File: src/hw/rtl/iir_filter_direct_form_two_top_macros.svh
// Assertion macros shared by the IIR filter RTL.
`ifndef IIR_FILTER_DIRECT_FORM_TWO_TOP_MACROS_SVH
`define IIR_FILTER_DIRECT_FORM_TWO_TOP_MACROS_SVH

// Same-cycle implication, checked outside reset.
`define IIR_ASSERT_NOW(label, ante, cons, msg) \
    label: assert property (@(posedge i_clk) disable iff (!i_rst_n) \
        (ante) |-> (cons)) else $error(msg);

// Next-cycle implication, checked outside reset.
`define IIR_ASSERT_NEXT(label, ante, cons, msg) \
    label: assert property (@(posedge i_clk) disable iff (!i_rst_n) \
        (ante) |=> (cons)) else $error(msg);

`endif

File: src/hw/rtl/iirdf2_pkg.sv
// Package: widths, control word types and microprogram of the IIR filter.
package iirdf2_pkg;

    localparam int MAX_NUMER   = 3;
    localparam int MAX_DENOM   = 2;
    localparam int SAMPLE_BITS = 16;
    localparam int COEF_BITS   = 18;
    localparam int HIST_BITS   = SAMPLE_BITS + 8;
    localparam int HIST_DEPTH  = 3;
    localparam int COEF_FRAC   = COEF_BITS - 4;
    localparam int PROD_BITS   = COEF_BITS + HIST_BITS;
    localparam int ACC_BITS    = PROD_BITS + 2;
    localparam int CFG_IDX_BITS = 3;

    localparam logic [1:0] NUM_LIMIT = 2'((MAX_NUMER < 3) ? MAX_NUMER : 3);
    localparam logic [1:0] DEN_LIMIT = 2'((MAX_DENOM < 2) ? MAX_DENOM : 2);

    localparam logic signed [ACC_BITS-1:0] ROUND_HALF =
        ACC_BITS'(64'sd1 <<< (COEF_FRAC - 1));
    localparam logic signed [ACC_BITS-1:0] HIST_MAX =
        ACC_BITS'((64'sd1 <<< (HIST_BITS - 1)) - 64'sd1);
    localparam logic signed [ACC_BITS-1:0] HIST_MIN = ~HIST_MAX;
    localparam logic signed [ACC_BITS-1:0] SAMP_MAX =
        ACC_BITS'((64'sd1 <<< (SAMPLE_BITS - 1)) - 64'sd1);
    localparam logic signed [ACC_BITS-1:0] SAMP_MIN = ~SAMP_MAX;

    // Configuration register indexes
    typedef enum logic [CFG_IDX_BITS-1:0] {
        CFG_NUMER_TAPS = 3'd0,
        CFG_DENOM_TAPS = 3'd1,
        CFG_COEF_B0    = 3'd2,
        CFG_COEF_B1    = 3'd3,
        CFG_COEF_B2    = 3'd4,
        CFG_COEF_A1    = 3'd5,
        CFG_COEF_A2    = 3'd6
    } t_cfg_idx;

    typedef logic [3:0] t_pc;

    localparam t_pc PC_IDLE = 4'd0;
    localparam t_pc PC_FB0  = 4'd1;
    localparam t_pc PC_FB1  = 4'd2;
    localparam t_pc PC_FB2  = 4'd3;
    localparam t_pc PC_W    = 4'd4;
    localparam t_pc PC_NB0  = 4'd5;
    localparam t_pc PC_NB1  = 4'd6;
    localparam t_pc PC_NB2  = 4'd7;
    localparam t_pc PC_NB3  = 4'd8;
    localparam t_pc PC_OUT  = 4'd9;

    typedef enum logic [2:0] {
        ACC_HOLD,
        ACC_LOAD_X,
        ACC_LOAD_RND,
        ACC_ADD,
        ACC_SUB
    } t_acc_op;

    typedef enum logic [2:0] {
        MUL_NONE,
        MUL_A1_H0,
        MUL_A2_H1,
        MUL_B0_H0,
        MUL_B1_H1,
        MUL_B2_H2
    } t_mul_sel;

    typedef enum logic [2:0] {
        JMP_NEXT,
        JMP_IN_WAIT,
        JMP_ND_LE,
        JMP_NN_LE,
        JMP_OUT_WAIT
    } t_jmp;

    typedef struct packed {
        t_acc_op    acc_op;
        t_mul_sel   mul_sel;
        logic       shift_hist;
        t_jmp       jmp;
        logic [1:0] cmp;
        t_pc        target;
    } t_uword;

    // Microprogram: feedback taps, history update, numerator taps, output.
    function automatic t_uword ucode(input t_pc pc);
        t_uword w;
        w = '{ACC_HOLD, MUL_NONE, 1'b0, JMP_IN_WAIT, 2'd0, PC_FB0};
        unique case (pc)
            PC_IDLE: w = '{ACC_LOAD_X,   MUL_NONE,  1'b0, JMP_IN_WAIT,  2'd0, PC_FB0};
            PC_FB0:  w = '{ACC_HOLD,     MUL_A1_H0, 1'b0, JMP_ND_LE,    2'd0, PC_W};
            PC_FB1:  w = '{ACC_SUB,      MUL_A2_H1, 1'b0, JMP_ND_LE,    2'd1, PC_W};
            PC_FB2:  w = '{ACC_SUB,      MUL_NONE,  1'b0, JMP_NEXT,     2'd0, PC_W};
            PC_W:    w = '{ACC_LOAD_RND, MUL_NONE,  1'b1, JMP_NEXT,     2'd0, PC_NB0};
            PC_NB0:  w = '{ACC_HOLD,     MUL_B0_H0, 1'b0, JMP_NN_LE,    2'd0, PC_OUT};
            PC_NB1:  w = '{ACC_ADD,      MUL_B1_H1, 1'b0, JMP_NN_LE,    2'd1, PC_OUT};
            PC_NB2:  w = '{ACC_ADD,      MUL_B2_H2, 1'b0, JMP_NN_LE,    2'd2, PC_OUT};
            PC_NB3:  w = '{ACC_ADD,      MUL_NONE,  1'b0, JMP_NEXT,     2'd0, PC_OUT};
            PC_OUT:  w = '{ACC_HOLD,     MUL_NONE,  1'b0, JMP_OUT_WAIT, 2'd0, PC_IDLE};
            default: w = '{ACC_HOLD,     MUL_NONE,  1'b0, JMP_OUT_WAIT, 2'd0, PC_IDLE};
        endcase
        return w;
    endfunction

    // Drop the fraction bits and clamp to the history range.
    function automatic logic signed [HIST_BITS-1:0] sat_hist(
        input logic signed [ACC_BITS-1:0] acc
    );
        logic signed [ACC_BITS-1:0] s;
        s = acc >>> COEF_FRAC;
        if (s > HIST_MAX) begin
            return HIST_MAX[HIST_BITS-1:0];
        end else if (s < HIST_MIN) begin
            return HIST_MIN[HIST_BITS-1:0];
        end
        return s[HIST_BITS-1:0];
    endfunction

    // Clamp a sample-scale value to the output range.
    function automatic logic signed [SAMPLE_BITS-1:0] sat_samp(
        input logic signed [ACC_BITS-1:0] v
    );
        if (v > SAMP_MAX) begin
            return SAMP_MAX[SAMPLE_BITS-1:0];
        end else if (v < SAMP_MIN) begin
            return SAMP_MIN[SAMPLE_BITS-1:0];
        end
        return v[SAMPLE_BITS-1:0];
    endfunction

endpackage

File: src/hw/rtl/iir_filter_direct_form_two_top.sv
// Input beats are taken only while the sequencer is idle. One shared 18x24 multiplier and
// accumulator walk the feedback taps, the history update, the numerator taps and the output
// step in turn, skipping unused taps. A full output register holds the sequencer in the final
// step, and no new beat is taken until the result has been loaded into that register.
// Reset (synchronous, active low) restores the register defaults, zeroes the history
// and leaves the sequencer idle with no output beat pending.
`include "iir_filter_direct_form_two_top_macros.svh"

module iir_filter_direct_form_two_top (
    input  logic                                         i_clk,
    input  logic                                         i_rst_n,
    // sample input channel
    input  logic                                         i_in_valid,
    output logic                                         o_in_stall,
    input  logic signed [iirdf2_pkg::SAMPLE_BITS-1:0]    i_sample_in,
    input  logic                                         i_restart,
    // sample output channel
    output logic                                         o_out_valid,
    input  logic                                         i_out_stall,
    output logic signed [iirdf2_pkg::SAMPLE_BITS-1:0]    o_sample_out,
    // configuration write channel
    input  logic                                         i_cfg_valid,
    output logic                                         o_cfg_ready,
    input  logic [iirdf2_pkg::CFG_IDX_BITS-1:0]          i_cfg_index,
    input  logic [iirdf2_pkg::COEF_BITS-1:0]             i_cfg_data
);

    localparam int SB = iirdf2_pkg::SAMPLE_BITS;
    localparam int CB = iirdf2_pkg::COEF_BITS;
    localparam int HB = iirdf2_pkg::HIST_BITS;
    localparam int PB = iirdf2_pkg::PROD_BITS;
    localparam int AB = iirdf2_pkg::ACC_BITS;

    // configuration registers
    logic [1:0]           r_numer_taps;
    logic [1:0]           r_denom_taps;
    logic signed [CB-1:0] r_coef_b0;
    logic signed [CB-1:0] r_coef_b1;
    logic signed [CB-1:0] r_coef_b2;
    logic signed [CB-1:0] r_coef_a1;
    logic signed [CB-1:0] r_coef_a2;

    // sequencer and datapath
    iirdf2_pkg::t_pc      r_pc;
    iirdf2_pkg::t_pc      n_pc;
    iirdf2_pkg::t_uword   uw;
    logic signed [HB-1:0] r_hist [iirdf2_pkg::HIST_DEPTH];
    logic signed [PB-1:0] r_prod;
    logic signed [PB-1:0] n_prod;
    logic signed [AB-1:0] r_acc;
    logic signed [AB-1:0] n_acc;
    logic signed [CB-1:0] mul_coef;
    logic signed [HB-1:0] mul_hist;
    logic signed [HB-1:0] w_val;
    logic signed [SB-1:0] y_val;
    logic signed [SB-1:0] r_out_data;
    logic                 r_out_valid;
    logic [1:0]           nd;
    logic [1:0]           nn;
    logic                 in_accept;
    logic                 out_free;

    assign uw          = iirdf2_pkg::ucode(r_pc);
    assign o_in_stall  = (r_pc != iirdf2_pkg::PC_IDLE);
    assign in_accept   = i_in_valid && !o_in_stall;
    assign out_free    = !r_out_valid || !i_out_stall;
    assign o_out_valid = r_out_valid;
    assign o_sample_out = r_out_data;
    assign o_cfg_ready = 1'b1;

    // clamp tap counts to what the coefficient set holds
    assign nd = (r_denom_taps > iirdf2_pkg::DEN_LIMIT) ? iirdf2_pkg::DEN_LIMIT : r_denom_taps;
    assign nn = (r_numer_taps > iirdf2_pkg::NUM_LIMIT) ? iirdf2_pkg::NUM_LIMIT : r_numer_taps;

    // next step: advance, branch on tap count, or hold for a handshake
    always_comb begin
        n_pc = 4'(r_pc + 4'd1);
        unique case (uw.jmp)
            iirdf2_pkg::JMP_NEXT:     n_pc = 4'(r_pc + 4'd1);
            iirdf2_pkg::JMP_IN_WAIT:  n_pc = in_accept ? uw.target : r_pc;
            iirdf2_pkg::JMP_ND_LE:    n_pc = (nd <= uw.cmp) ? uw.target : 4'(r_pc + 4'd1);
            iirdf2_pkg::JMP_NN_LE:    n_pc = (nn <= uw.cmp) ? uw.target : 4'(r_pc + 4'd1);
            iirdf2_pkg::JMP_OUT_WAIT: n_pc = out_free ? uw.target : r_pc;
            default: ;
        endcase
    end

    // shared multiplier operand select
    always_comb begin
        mul_coef = r_coef_a1;
        mul_hist = r_hist[0];
        unique case (uw.mul_sel)
            iirdf2_pkg::MUL_NONE:  begin mul_coef = r_coef_a1; mul_hist = r_hist[0]; end
            iirdf2_pkg::MUL_A1_H0: begin mul_coef = r_coef_a1; mul_hist = r_hist[0]; end
            iirdf2_pkg::MUL_A2_H1: begin mul_coef = r_coef_a2; mul_hist = r_hist[1]; end
            iirdf2_pkg::MUL_B0_H0: begin mul_coef = r_coef_b0; mul_hist = r_hist[0]; end
            iirdf2_pkg::MUL_B1_H1: begin mul_coef = r_coef_b1; mul_hist = r_hist[1]; end
            iirdf2_pkg::MUL_B2_H2: begin mul_coef = r_coef_b2; mul_hist = r_hist[2]; end
            default: ;
        endcase
        n_prod = (uw.mul_sel == iirdf2_pkg::MUL_NONE) ? r_prod : PB'(mul_coef * mul_hist);
    end

    // accumulator; the rounding offset is preloaded so a plain shift rounds half up
    always_comb begin
        n_acc = r_acc;
        unique case (uw.acc_op)
            iirdf2_pkg::ACC_HOLD:     n_acc = r_acc;
            iirdf2_pkg::ACC_LOAD_X:   n_acc = (AB'(i_sample_in) <<< iirdf2_pkg::COEF_FRAC)
                                              + iirdf2_pkg::ROUND_HALF;
            iirdf2_pkg::ACC_LOAD_RND: n_acc = iirdf2_pkg::ROUND_HALF;
            iirdf2_pkg::ACC_ADD:      n_acc = r_acc + AB'(r_prod);
            iirdf2_pkg::ACC_SUB:      n_acc = r_acc - AB'(r_prod);
            default: ;
        endcase
    end

    assign w_val = iirdf2_pkg::sat_hist(r_acc);
    // with no numerator taps, pass the feedback value straight out
    assign y_val = (nn == 2'd0) ? iirdf2_pkg::sat_samp(AB'(r_hist[0]))
                                : iirdf2_pkg::sat_samp(r_acc >>> iirdf2_pkg::COEF_FRAC);

    always_ff @(posedge i_clk) begin
        r_prod <= n_prod;
        r_acc  <= n_acc;
        if (r_pc == iirdf2_pkg::PC_OUT && out_free) begin
            r_out_data <= y_val;
        end
        if (!i_rst_n) begin
            r_pc         <= iirdf2_pkg::PC_IDLE;
            r_out_valid  <= 1'b0;
            r_numer_taps <= 2'd3;
            r_denom_taps <= 2'd2;
            r_coef_b0    <= CB'(16384);
            r_coef_b1    <= '0;
            r_coef_b2    <= '0;
            r_coef_a1    <= '0;
            r_coef_a2    <= '0;
            for (int i = 0; i < iirdf2_pkg::HIST_DEPTH; i++) begin
                r_hist[i] <= '0;
            end
        end else begin
            r_pc <= n_pc;
            // output register: load on the final step, drop once taken
            if (r_pc == iirdf2_pkg::PC_OUT && out_free) begin
                r_out_valid <= 1'b1;
            end else if (!i_out_stall) begin
                r_out_valid <= 1'b0;
            end
            // history: clear on restart, shift in w on the update step
            if (in_accept && i_restart) begin
                for (int i = 0; i < iirdf2_pkg::HIST_DEPTH; i++) begin
                    r_hist[i] <= '0;
                end
            end else if (uw.shift_hist) begin
                for (int i = iirdf2_pkg::HIST_DEPTH - 1; i > 0; i--) begin
                    r_hist[i] <= r_hist[i-1];
                end
                r_hist[0] <= w_val;
            end
            // configuration writes; unknown indexes are ignored
            if (i_cfg_valid && o_cfg_ready) begin
                unique case (i_cfg_index)
                    iirdf2_pkg::CFG_NUMER_TAPS: r_numer_taps <= i_cfg_data[1:0];
                    iirdf2_pkg::CFG_DENOM_TAPS: r_denom_taps <= i_cfg_data[1:0];
                    iirdf2_pkg::CFG_COEF_B0:    r_coef_b0    <= i_cfg_data;
                    iirdf2_pkg::CFG_COEF_B1:    r_coef_b1    <= i_cfg_data;
                    iirdf2_pkg::CFG_COEF_B2:    r_coef_b2    <= i_cfg_data;
                    iirdf2_pkg::CFG_COEF_A1:    r_coef_a1    <= i_cfg_data;
                    iirdf2_pkg::CFG_COEF_A2:    r_coef_a2    <= i_cfg_data;
                    default: ;
                endcase
            end
        end
    end

    `IIR_ASSERT_NEXT(a_accept_starts, in_accept, r_pc == iirdf2_pkg::PC_FB0, "accept did not start program")
    `IIR_ASSERT_NOW(a_out_from_final, $rose(r_out_valid), $past(r_pc) == iirdf2_pkg::PC_OUT, "output loaded outside final step")
    `IIR_ASSERT_NEXT(a_hist_shift, r_pc == iirdf2_pkg::PC_W, r_hist[1] == $past(r_hist[0]), "history did not shift on update")

endmodule
File: config.mk
export PLATFORM = sky130hd
export DESIGN_NAME = iir_filter_direct_form_two_top
export DESIGN_NICKNAME = d
export VERILOG_FILES = /design/src/hw/rtl/iirdf2_pkg.sv /design/src/hw/rtl/iir_filter_direct_form_two_top.sv
export VERILOG_INCLUDE_DIRS = /design/src /design/src/hw/rtl
export SDC_FILE = /design/constraint.sdc
export NUM_CORES = 2
export LEC_CHECK = 0
export BUFFER_PORTS_ARGS = -buffer_cell sky130_fd_sc_hd__buf_2
export CAP_MARGIN = 20
export CELL_PAD_IN_SITES_DETAIL_PLACEMENT = 1
export CELL_PAD_IN_SITES_GLOBAL_PLACEMENT = 1
export CORE_MARGIN = 2
export CORE_UTILIZATION = 55
export CTS_CLUSTER_DIAMETER = 120
export DETAILED_ROUTE_END_ITERATION = 8
export GPL_ROUTABILITY_DRIVEN = 0
export PLACE_DENSITY = 0.88
export SLEW_MARGIN = 20
export SYNTH_ARGS = -nofsm -noshare
export SYNTH_HDL_FRONTEND = slang
export SYNTH_SLANG_ARGS = --single-unit
File: constraint.sdc
create_clock -name i_clk -period 23.5 [get_ports i_clk]
set_input_delay 2.35 -clock i_clk [delete_from_list [all_inputs] [get_ports i_clk]]
set_output_delay 2.35 -clock i_clk [all_outputs]
set_load 0.02 [all_outputs]
Word-level counts from Yosys, hierarchy flattened:

Memories as Yosys holds them, arrays and structs flattened. A register that Yosys moved wholly into a read port is not among the register bits.
Cells that the tools add are included.

* word-level logic and storage cells: 122
* memory bits (writable): 72
* register bits: 201
* ROM bits: 240
* input bits: 43
* bits in latches: 0
* output and inout port bits: 19
* memories: 2

Memories
* (name not given): depth 16, bits a word 15, rd ports 1, clocked after Yosys merged registers in 1, write ports 0, line iirdf2_pkg.sv:89 `unique case (pc)`
* r_hist: depth 3, bits a word 24, rd ports 3, clocked after Yosys merged registers in 0, write ports 3, line iir_filter_direct_form_two_top.sv:47 `logic signed [HB-1:0] r_hist [iirdf2_pkg::HIST_DEPTH];`

* multiplexer cells: 44
* bitwise logic cells: 6
* divide/modulo/power cells: 0
* shift operators: 0
* reductions and logical operators: 21
* eq/ne operators: 22
* add/sub/neg operators: 4
* $mul: 1
* $lt $le $gt $ge: 10

Operator list (count)
* $mux W24: 9
* $pmux W44 S4: 1
* $mux W16: 7
* $pmux W18 S4: 1
* $pmux W24 S2: 1
* $add A44 B42 Y44: 1
* $sub A44 B42 Y44: 1
* $mul A18 B24 Y42: 1
* $add A30 B15 Y31 const B: 1
* $gt A30 B16 Y1 const B: 1
* $gt A30 B24 Y1 const B: 1
* $lt A30 B16 Y1 const B: 1
* $lt A30 B24 Y1 const B: 1
* $eq A3 B2 Y1 const B: 8
* $gt A24 B16 Y1 const B: 1
* $lt A24 B16 Y1 const B: 1
* $mux W4: 6
* $eq A3 B3 Y1 const B: 7
* $mux W1: 16
* $pmux W4 S4: 1
* $reduce_and A2 Y1: 8
* $eq A3 B1 Y1 const B: 3
* $reduce_bool A4 Y1: 2
* $logic_not A3 Y1: 2
* 13 further kinds: 26

Logic depth before layout (Yosys ltp):

* depth in word-level cells: 9
* mapped depth: 33
* mapped depth without buffers: 30

Worst setup path before layout:

OpenSTA, ideal clock, no wires.

* path type: register to register
* start: register uw[11] (netlist name)
* end: register r_prod[40] (data pin)
* data required time: 23.235 ns
* stages on the path, launching flop included: 33
* buffers on the path: 3
* arrival: 7.381 ns
* slack: 15.854 ns
* period minus slack after synthesis: 7.646 ns
* setup time: 0.265 ns
* cells stage by stage: dfxtp_1 -> inv_1 -> nand2_1 -> nand2_1 -> nand2b_1 -> buf_2 -> buf_2 -> o22ai_1 -> a21oi_1 -> clkbuf_1 -> nand2_1 -> fa_1 -> inv_1 -> fa_1 -> inv_1 -> fa_1 -> inv_1 -> fa_1 -> fa_1 -> inv_1 -> fa_1 -> inv_1 -> ha_1 -> and2_1 -> nand2_1 -> or3_1 -> a211oi_1 -> o211ai_1 -> a21oi_1 -> nand3b_1 -> a31o_2 -> o21ai_0 -> xor2_1

* cells in the longest elaborated chain, start to end: 4
* elaborated cells between the ends (all ways): 8
* those cells by class: 1 x mul; 4 x eq/ne; 2 x mux; 1 x reduce/logical

RTL lines
* $eq A3 B3 Y1 / $eq A3 B2 Y1 (equally long branches): line iir_filter_direct_form_two_top.sv:92 `unique case (uw.mul_sel)`
* $reduce_or A2 Y1 (no line)
* $pmux W24 S2: line iir_filter_direct_form_two_top.sv:92
* $mul A18 B24 Y42 *: line iir_filter_direct_form_two_top.sv:101 `n_prod = (uw.mul_sel == iirdf2_pkg::MUL_NONE) ? r_prod : PB'(mul_coef * mul_hist);`
* end signal, assigned: line iir_filter_direct_form_two_top.sv:124 `r_prod <= n_prod;`
* end, declared: line iir_filter_direct_form_two_top.sv:48 `logic signed [PB-1:0] r_prod;`

Every way passes the cells marked *; elsewhere a longest branch is shown, timed or not.
A chain may end at the register's enable or synchronous reset.

Final worst setup path:

* start: register uw[11] (netlist name)
* end: register r_prod[41] (data pin)

* cells in the longest elaborated chain, start to end: 4
* elaborated cells between the ends (all ways): 8
* those cells by class: 1 x mul; 4 x eq/ne; 2 x mux; 1 x reduce/logical

RTL lines (line)
* $eq A3 B3 Y1 / $eq A3 B2 Y1 (equally long branches): iir_filter_direct_form_two_top.sv:92
* $reduce_or A2 Y1 (no line)
* $pmux W24 S2: iir_filter_direct_form_two_top.sv:92
* $mul A18 B24 Y42 *: iir_filter_direct_form_two_top.sv:101

Marks and branches as above.

==> impl.org <==
** Worst setup path
- Sort of element at the end of the critical path :: flip-flop
- Type of the worst setup path :: reg2reg
- Worst endpoint data arrival time :: 11.13 ns
- In this design, the critical path's most frequently occurring cell is fa_1.
- The largest single stage delay on the critical path is 0.99 ns.
- In this run the worst path has a maximum fanout of 23.
- Cell at the slowest stage of the critical path :: nor2_1
- Startpoint type of the worst setup path :: flip-flop
- Worst Path Required :: 23.84 ns

** Layout
- Leaving out fill and tap cells, the most frequent cell in the layout is nand2_1.
- Share of cells above drive strength 1 :: 0.0589
- After filler insertion, the fill cell instance count of the layout stands at 6,198.
- The finished cells cover 0.0323 sq mm.
- For this run, the post-layout net count is 3,987.
- The number of antenna diodes in the final layout is 0.
- From synthesis to final layout, the design area changed by 6.83%.
- Commonest non-fill, non-tap cells in the layout :: nand2_1, inv_1, fa_1, nor2_1, a21oi_1

** STA
- In this run the tightest slew margin relative to its limit is 0.159.
- Fraction of the cycle the final worst path needs :: 0.459
- Skew final :: 0.0138 ns
- The final-report max-slew violation count is 0.
- Setup repair after global routing left no endpoint under its margin.
- Once routing completed, OpenROAD measured the worst setup slack at 12.71 ns.
- Least-Margin Pin Slew :: 1.25 ns
- Count of final hold-check violations :: 0
- Max Fclk :: 92.6 MHz
- Setup total negative slack on the finished layout was measured at 0 ns.
- Crit path time final :: 10.79 ns
- Worst hold margin :: 0.453 ns
- Setup violations remaining at the end of the flow were counted as 0.

** Clocking
- Counting the buffers created by CTS gives 31.
- After clock tree synthesis, the clock-pin slew on the worst setup and hold paths is 0.07 ns.
- Post-cts resize count :: 0
- TritonCTS clock tree :: yes
- CTS built an H-tree with a depth of 1.
- Setup fix buffers added after clock tree synthesis :: 0
- Hold_buf cts :: 0
- The clock passes through at most 3 buffers.
- Root Driver :: clkbuf_16
- Clock insertion delay at the later pin of the skew report :: 0.61 ns
- The clock net in this run drives a total of 288 sinks.

** GRT
- The initial antenna violation count is 1.
- Largest net degree at the start of global routing :: 92
- The total overflow left after global routing is 0.
- The number of global-route vias before repair is 29,100.
- For this run, the total global-route usage over all layers was measured as 0.382.
- Wire length of the first global-routing pass :: 166,000 um

** Route
- For this run, the detailed router's first-pass iteration total came to 6.
- Dividing the detail-routed via count by the number of cells gives 6.32.
- Per-cell routed wire length :: 26.3 um
- Wire length after detailed routing :: 107,000 um
- Detailed router's first-iteration violation count :: 2,316
- Post-route ant nets :: 0
- After detailed routing, the number of remaining DRC violations is 0.
- Count of vias placed by the detailed router :: 25,700

** Floorplan
- The floorplan has 85 rows.
- Die H :: 239 um
- The initial utilization of the core area, before any placement, comes to 0.559.
- The total area inside the core boundary comes to 0.0541 sq mm.
- 62 I/O pins were placed.
- DIE WIDTH :: 239 um
- Floorplan die area :: 0.0569 sq mm

** Hold path
- In this run the worst hold path is classified as reg2reg.

** Synth
- Average cell area after synthesis :: 9.02 sq um
- Syn Nets :: 3,986
- Sequential share of the synthesized area :: 0.248
- Area of the mapped netlist :: 0.0303 sq mm
- The synthesized design spends more area on one cell type than any other, namely fa_1.
- Yosys mapped a number of flops with a built-in enable equal to 174.
- In the synthesized netlist the dominant register cell turns out to be edfxtp_1.
- Synth warnings :: 0
- Cell count after synthesis :: 3,356
- For this run, asynchronously set or reset flops after synthesis account for 0.
- Counting distinct cell types in the post-synthesis netlist gives 75.
- Flops & latches, synth :: 288
- Ranked by total cell area, the synthesized netlist is headed by fa_1, edfxtp_1, dfxtp_1, nand2_1, inv_1.
- Of the post-synthesis cell area, the dominant cell type holds 0.282.

** Pwr
- P_leak :: 0.0146 uW
- Peak ir drop on the vdd network :: 84.2 uV
- Pwr dens :: 137 mW/mm^2

** Run status
- The flow ran to the end, and the final reports show no timing, DRC or antenna violations.

** Flow run
- Count of maximum capacitance violations :: 0

** Placement
- The placed instances occupy a cell area of 0.0313 sq mm.
- Total half-perimeter wirelength after legalization and detailed placement :: 80,100 um
- Before CTS, the worst setup slack after placement is 13.10 ns.
- During placement, the flow inserted port buffers numbering 60.
[flip-flops by register name, summed over array words and instances (netlist names)]
| register | cells |
|---|---|
| r_hist | 72 |
| r_acc | 44 |
| r_prod | 42 |
| r_coef_a1 | 18 |
| r_coef_a2 | 18 |
| r_coef_b0 | 18 |
| r_coef_b1 | 18 |
| r_coef_b2 | 18 |
| o_sample_out | 16 |
| uw | 15 |
| r_pc | 4 |
| r_denom_taps | 2 |
| r_numer_taps | 2 |
| o_out_valid | 1 |
[Yosys cell counts, drive strengths merged, types with 36 or more instances]
master,instances
nand2,583
inv,550
fa,426
nor2,232
a21oi,197
edfxtp,174
ha,161
clkbuf,127
dfxtp,114
o21ai,104
xnor2,77
and3,64
and2,57
xor2,45
a21o,39
nor2b,36
[routing by layer]
layer  GRT usage  vias up  part of all wire
met1       0.440    12900              0.35
met2       0.649     1467              0.48
met3      0.0726      542             0.086
li1            -    10800                 -
met4       0.259        2             0.079
met5           0        -           0.00012
[critical path, delay by kind of cell (launching register included)]
kind,cells,cell delay (ns)
compound gates,6,3.20
flops,1,0.37
xor+xnor,1,0.11
simple gates,6,2.49
buf+inv,5,0.94
fa+ha+maj,7,3.42
[report_power, final]
| group | switching, uW | leakage [uW] | internal (uW) |
|---|---|---|---|
| Combinational | 2000 | 0.0114 | 1000 |
| Clock | 219 | 0.000485 | 290 |
| Sequential | 163 | 0.00269 | 760 |
[through the flow]
step | util | power [uW] | instances
after global placement | 0.578 | 3530 | 4019
after floorplan | - | 2780 | 3356
final | 0.597 | 4430 | 4074
after detailed placement | 0.578 | 3780 | 4019
after global routing | 0.597 | 4680 | 4074
after CTS | 0.597 | 4350 | 4073
[area by class of cell]
class | instances | area, sq um | share of cell area
Inverter | 550 | 2060 | 0.0638
Sequential cell | 288 | 7510 | 0.232
Tap cell | 696 | 871 | 0.0269
Timing Repair Buffer | 105 | 638 | 0.0197
Multi-Input combinational cell | 2381 | 20200 | 0.626
Clock buffer | 42 | 827 | 0.0256
Clock inverter | 12 | 178 | 0.00549
[cell families after synthesis]
family,count (synthesis),synth area share
simple gates,1108,0.162
buf+inv,687,0.0856
fa+ha+maj,587,0.348
compound gates,538,0.112
flops,288,0.248
xor+xnor,122,0.0353
mux,25,0.00835
other cells,1,0.000124
[worst paths after layout]
path	to	depth (start not counted)	startpoint	slack (ns)
max	r_prod[41]	25	uw[11]	12.71
min	r_coef_a2[3]	2	r_coef_a2[3]	0.45
max reg2reg	r_prod[41]	25	uw[11]	12.71
min reg2reg	r_coef_a2[3]	2	r_coef_a2[3]	0.45
No activity file was read; power rests on OpenSTA's default activity.
